--- config.mk ---
export PLATFORM = sky130hd
export DESIGN_NAME = ncac_dist
export DESIGN_NICKNAME = d
export VERILOG_FILES = /design/src/sv/ncac_pkg.sv /design/src/sv/ncac_dist.sv
export SDC_FILE = /design/constraint.sdc
export NUM_CORES = 2
export LEC_CHECK = 0
export ABC_AREA = 1
export BUFFER_PORTS_ARGS = -buffer_cell sky130_fd_sc_hd__buf_2
export CAP_MARGIN = 25
export CORE_UTILIZATION = 45
export CTS_CLUSTER_DIAMETER = 80
export DETAILED_ROUTE_END_ITERATION = 8
export SETUP_SLACK_MARGIN = 0.2
export SYNTH_ARGS = -nofsm -noshare
export SYNTH_HDL_FRONTEND = slang
export SYNTH_SLANG_ARGS = --single-unit
--- constraint.sdc ---
create_clock -name clk_i -period 6.35 [get_ports clk_i]
set_clock_uncertainty 0.1 [all_clocks]
set_input_delay 1.27 -clock clk_i [delete_from_list [all_inputs] [get_ports clk_i]]
set_output_delay 1.27 -clock clk_i [all_outputs]
set_load 0.1 [all_outputs]
--- src/sv/ncac_pkg.sv ---
// Shared types, widths and codes for the nearest centroid anomaly classifier.
// No dependencies; imported by every module of the block.
`default_nettype none

package ncac_pkg;

  localparam int unsigned DIMS          = 5;
  localparam int unsigned COORD_W       = 16;
  localparam int unsigned MAG_W         = 16;
  localparam int unsigned SQ_W          = 2 * MAG_W;
  localparam int unsigned DIST_W        = 35;
  localparam int unsigned LIMIT_W       = 16;
  localparam int unsigned REGIME_W      = 2;
  localparam int unsigned CFG_W         = 8;
  localparam int unsigned IN_IDX_W      = 7;
  localparam int unsigned OUT_IDX_W     = 7;
  localparam int unsigned DEC_W         = 2;
  localparam int unsigned S_TDATA_W     = 112;
  localparam int unsigned M_TDATA_W     = 48;

  localparam int unsigned DEF_MAX_CENTROIDS = 128;
  localparam logic [CFG_W-1:0] CFG_COUNT_RST = 8'd100;

  localparam logic FUNC_LOAD  = 1'b0;
  localparam logic FUNC_QUERY = 1'b1;

  localparam logic [REGIME_W-1:0] REGIME_PROVIDE = 2'd0;
  localparam logic [REGIME_W-1:0] REGIME_TAKE    = 2'd1;

  typedef enum logic [DEC_W-1:0] {
    DEC_CANCEL  = 2'd0,
    DEC_TAKER   = 2'd1,
    DEC_PROVIDE = 2'd2,
    DEC_HOLD    = 2'd3
  } decision_e;

  typedef logic signed [COORD_W-1:0] coord_t;
  typedef coord_t [DIMS-1:0] point_t;

  typedef struct packed {
    logic [REGIME_W-1:0] regime;
    logic [LIMIT_W-1:0]  limit;
    point_t              coords;
  } entry_t;

endpackage

`default_nettype wire

--- src/sv/ncac_dist.sv ---
// Squared Euclidean distance pipeline: abs difference, square, two adder levels.
// Four register stages, one pair per cycle, sideband tag carried along; uses ncac_pkg.
`default_nettype none

module ncac_dist #(
  parameter int unsigned TAG_W = 8
) (
  input  wire logic                       clk_i,
  input  wire logic                       rst_ni,
  input  wire logic                       in_valid_i,
  input  wire logic [TAG_W-1:0]           in_tag_i,
  input  wire ncac_pkg::point_t           centroid_i,
  input  wire ncac_pkg::point_t           point_i,
  output logic                            out_valid_o,
  output logic [TAG_W-1:0]                out_tag_o,
  output logic [ncac_pkg::DIST_W-1:0]     out_dist_o
);
  import ncac_pkg::*;

  logic                      v1_q, v2_q, v3_q, v4_q;
  logic [TAG_W-1:0]          tag1_q, tag2_q, tag3_q, tag4_q;
  logic [DIMS-1:0][MAG_W-1:0] mag_d, mag_q;
  logic [DIMS-1:0][SQ_W-1:0]  sq_q;
  logic [SQ_W:0]             s01_q, s23_q;
  logic [SQ_W-1:0]           s4_q;
  logic [DIST_W-1:0]         sum_q;

  always_comb begin
    logic signed [COORD_W:0] diff;
    for (int d = 0; d < DIMS; d++) begin
      diff = $signed({centroid_i[d][COORD_W-1], centroid_i[d]})
           - $signed({point_i[d][COORD_W-1], point_i[d]});
      mag_d[d] = diff[COORD_W] ? MAG_W'(-diff) : MAG_W'(diff);
    end
  end

  always_ff @(posedge clk_i or negedge rst_ni) begin
    if (!rst_ni) begin
      v1_q <= 1'b0;
      v2_q <= 1'b0;
      v3_q <= 1'b0;
      v4_q <= 1'b0;
    end else begin
      v1_q <= in_valid_i;
      v2_q <= v1_q;
      v3_q <= v2_q;
      v4_q <= v3_q;
    end
  end

  always_ff @(posedge clk_i) begin
    tag1_q <= in_tag_i;
    mag_q  <= mag_d;
    tag2_q <= tag1_q;
    for (int d = 0; d < DIMS; d++) begin
      sq_q[d] <= SQ_W'(mag_q[d]) * SQ_W'(mag_q[d]);
    end
    tag3_q <= tag2_q;
    s01_q  <= (SQ_W+1)'(sq_q[0]) + (SQ_W+1)'(sq_q[1]);
    s23_q  <= (SQ_W+1)'(sq_q[2]) + (SQ_W+1)'(sq_q[3]);
    s4_q   <= sq_q[4];
    tag4_q <= tag3_q;
    sum_q  <= DIST_W'(s01_q) + DIST_W'(s23_q) + DIST_W'(s4_q);
  end

  assign out_valid_o = v4_q;
  assign out_tag_o   = tag4_q;
  assign out_dist_o  = sum_q;

endmodule

`default_nettype wire

==> reports/qor.txt <==
GRT overflow -> 0
clk slew on worst S/H paths -> 0.06 ns
initial antenna violation count -> 5
worst rel slew slack -> 0.572
Critical Path Sink Type -> flop
Simple-Gate Fraction of Synth Area -> 0.179
Crit path buffers/inverters -> 4
crit-path cells -> buf_4, nand2_1, fa_1, fa_1, inv_1, fa_1, fa_1, fa_1, inv_1, fa_1, inv_1, ha_1, a21oi_1, a21boi_1, nand2_1, nand2_1, nand3_1, a21oi_1, xor2_1
Die H -> 363 um
Initial DRC Count -> 2545
most common cell type on the critical path -> fa_1
critical path arrival -> 6.32 ns
Placer Congestion -> 0.916
HPWL Detailed -> 123 mm
sequential area share after synthesis -> 0.138
Post-synth EDFFs -> 0
Clock Latency Late Sink -> 0.64 ns
area share of xor/xnor cells in the synthesized design -> 0.0474
Routed Antenna Nets -> 0
dpl cells -> 9484
Clock Sinks -> 403
RSZ-0062 raised after global routing -> yes
number of port buffers -> 214
vias in the first global route -> 48100
Adder-Cell Fraction of Synth Area -> 0.435
IO Pins -> 215
#FFs+latches synth -> 403
Final Critical Period -> 5.88 ns
vias per cell -> 4.86
slew at the pin closest to its max-slew limit -> 0.635 ns
Async SR Flop Fraction -> 0.00993
# hold bufs at CTS -> 0
Yosys top cell area share -> 0.289
mux contribution to synthesized area -> 0
Clock Tree Buf Depth -> 3
pin count of the biggest net entering global routing -> 19
residual DRC count -> 0
Fin. Hold Viols -> 0
placement row count -> 132
worst path required time -> 6.79 ns
final setup vio count -> 0
WL per Instance -> 14.7 um
TritonCTS clock tree -> built
Total Nets Final -> 9498
effective utilization at floorplan -> 0.454
Syn Area/Cell -> 7.70 um^2
Synth Area in Compound Gates -> 0.0643
Sum Neg Setup Slack -> 0 ns
Setup crit start kind -> flop
Achievable Freq -> 170 MHz
synth top area cells -> fa_1 (29%), ha_1 (15%), dfxtp_1 (14%), inv_1 (13%), nand2_1 (11%)
MaxCap Viol Count -> 0
drt pass-1 iters -> 7
Synth area leader -> fa_1
Layout Cells excl Fill -> 9570
total number of vias -> 46500
share of layout cells above drive strength 1 -> 0.0607
critical path's top delay family -> adder cells
Setup Crit Path Kind -> flop to flop
largest family of logic cells by synthesized area -> adder cells
status -> finished, final reports clean
first-pass GRT wire length -> 239 mm
Netlist cell types -> 46
Max Slew Vio Count -> 0
Setup Fix Bufs, Post-CTS -> 0
drt total wl -> 141 mm
core footprint -> 0.129 mm^2
Top FF cell, synth -> dfxtp_1
Die Wd -> 363 um
CP max stage cell -> fa_1
Post-Syn Area -> 0.0588 mm^2
Synth warnings -> 0
Resized Gates After CTS -> 0
Worst path max stage delay -> 0.54 ns
CTS Buf Count -> 47
# diodes -> 0
final cycle utilization of the critical path -> 0.926
syn_nets -> 9335
die area -> 0.132 mm^2
Hold Crit Class -> flop to flop
CTS root buf -> clkbuf_16
Mapped Cells -> 7628
CP max FO -> 10
GRT Resource Usage Total -> 0.222
Layout area overhead -> 8.03%
CTS H-Tree Depth -> 2
## per-stage QoR
step                      hold slack [ns]  worst slack [ns]  cell area, um^2  utilization
final                               0.221             0.468            63500        0.490
after detailed placement            0.212             0.230            61800        0.477
after global routing                0.228             0.159            63500        0.490
after global placement              0.210             0.242            61800        0.477
after floorplan                     0.210             0.904            58800            -
after CTS                           0.221             0.209            63400        0.490
## synthesized netlist by cell type (all sizes together), types with 4 or more instances
cell type	count
or2	15
nor3	52
nand2	1760
nand3b	12
a31oi	18
o21ai	194
a21boi	10
fa	848
clkbuf	149
xor2	211
a21oi	367
a31o	6
inv	1966
dfxtp	399
buf	6
and2	11
o21a	12
nor2	397
a21o	29
ha	688
o21bai	27
nand4	61
nor4	14
nand3	242
dfrtp	4
xnor2	107
o31a	4
o211ai	10
## sequential cells by signal, indices dropped and copies added (netlist names), 8 cells and up
register	cells
sq_q	155
mag_q	80
s01_q	33
tag2_q	8
s4_q	31
s23_q	33
tag3_q	8
out_tag_o	8
out_dist_o	35
tag1_q	8
## cell type report
type / count / area [um^2]
Fill cell: 13100 / 66000
Multi-Input combinational cell: 5104 / 42700
Sequential cell: 403 / 8130
Inverter: 1966 / 7380
Tap cell: 1742 / 2180
Timing Repair Buffer: 269 / 1500
Clock buffer: 64 / 1350
Clock inverter: 22 / 255
## cell families after synthesis
| kind of cell | after synthesis |
|---|---|
| compound gates | 686 |
| xor+xnor | 318 |
| fa+ha+maj | 1536 |
| buf+inv | 2121 |
| flops | 403 |
| simple gates | 2564 |
## metal layers
metal  track usage  part of all wire  vias to the layer above
met2         0.365              0.46                      966
met3        0.0217             0.047                      140
li1              -                 -                    23200
met1         0.315              0.48                    22200
met4        0.0450             0.017                        0
met5             0                 0                        -
## worst paths after layout
check	startpoint	cells after the start	slack, ns	endpoint
setup / recovery	mag_q[23]	19	0.47	sq_q[62]
hold / removal	tag2_q[6]	0	0.22	tag3_q[6]
setup reg to reg	mag_q[23]	19	0.47	sq_q[62]
hold reg to reg	tag2_q[6]	0	0.22	tag3_q[6]
max in group asynchronous	rst_ni	1	5.71	v2_q
min in group asynchronous	rst_ni	1	0.33	v1_q
## layout by cell type, fill, tap and decap left out, types with 16 or more instances in the layout
master / count
xor2_1: 211
nand4_1: 61
a21o_1: 29
nor3_1: 51
a31oi_1: 18
ha_1: 688
nand3_1: 228
o21ai_1: 16
xnor2_1: 107
o21ai_0: 172
buf_2: 214
nor2_1: 387
buf_4: 54
nand2_2: 25
inv_1: 1964
clkbuf_16: 48
o21bai_1: 25
fa_1: 848
dfxtp_1: 362
nand2_1: 1727
dfxtp_2: 37
a21oi_1: 367
## worst reg2reg max path, stage by stage (launching register included)
cell and delay [ns]:
dfxtp_1 0.50, buf_4 0.27, nand2_1 0.10, fa_1 0.54
fa_1 0.50, inv_1 0.05, fa_1 0.48, fa_1 0.51
fa_1 0.49, inv_1 0.06, fa_1 0.48, inv_1 0.04
ha_1 0.37, a21oi_1 0.25, a21boi_1 0.27, nand2_1 0.11
nand2_1 0.08, nand3_1 0.15, a21oi_1 0.19, xor2_1 0.24
Power is left out: the tool's default activity adds up to more than one toggle a clock period on the data nets, which glitch-free logic cannot reach.
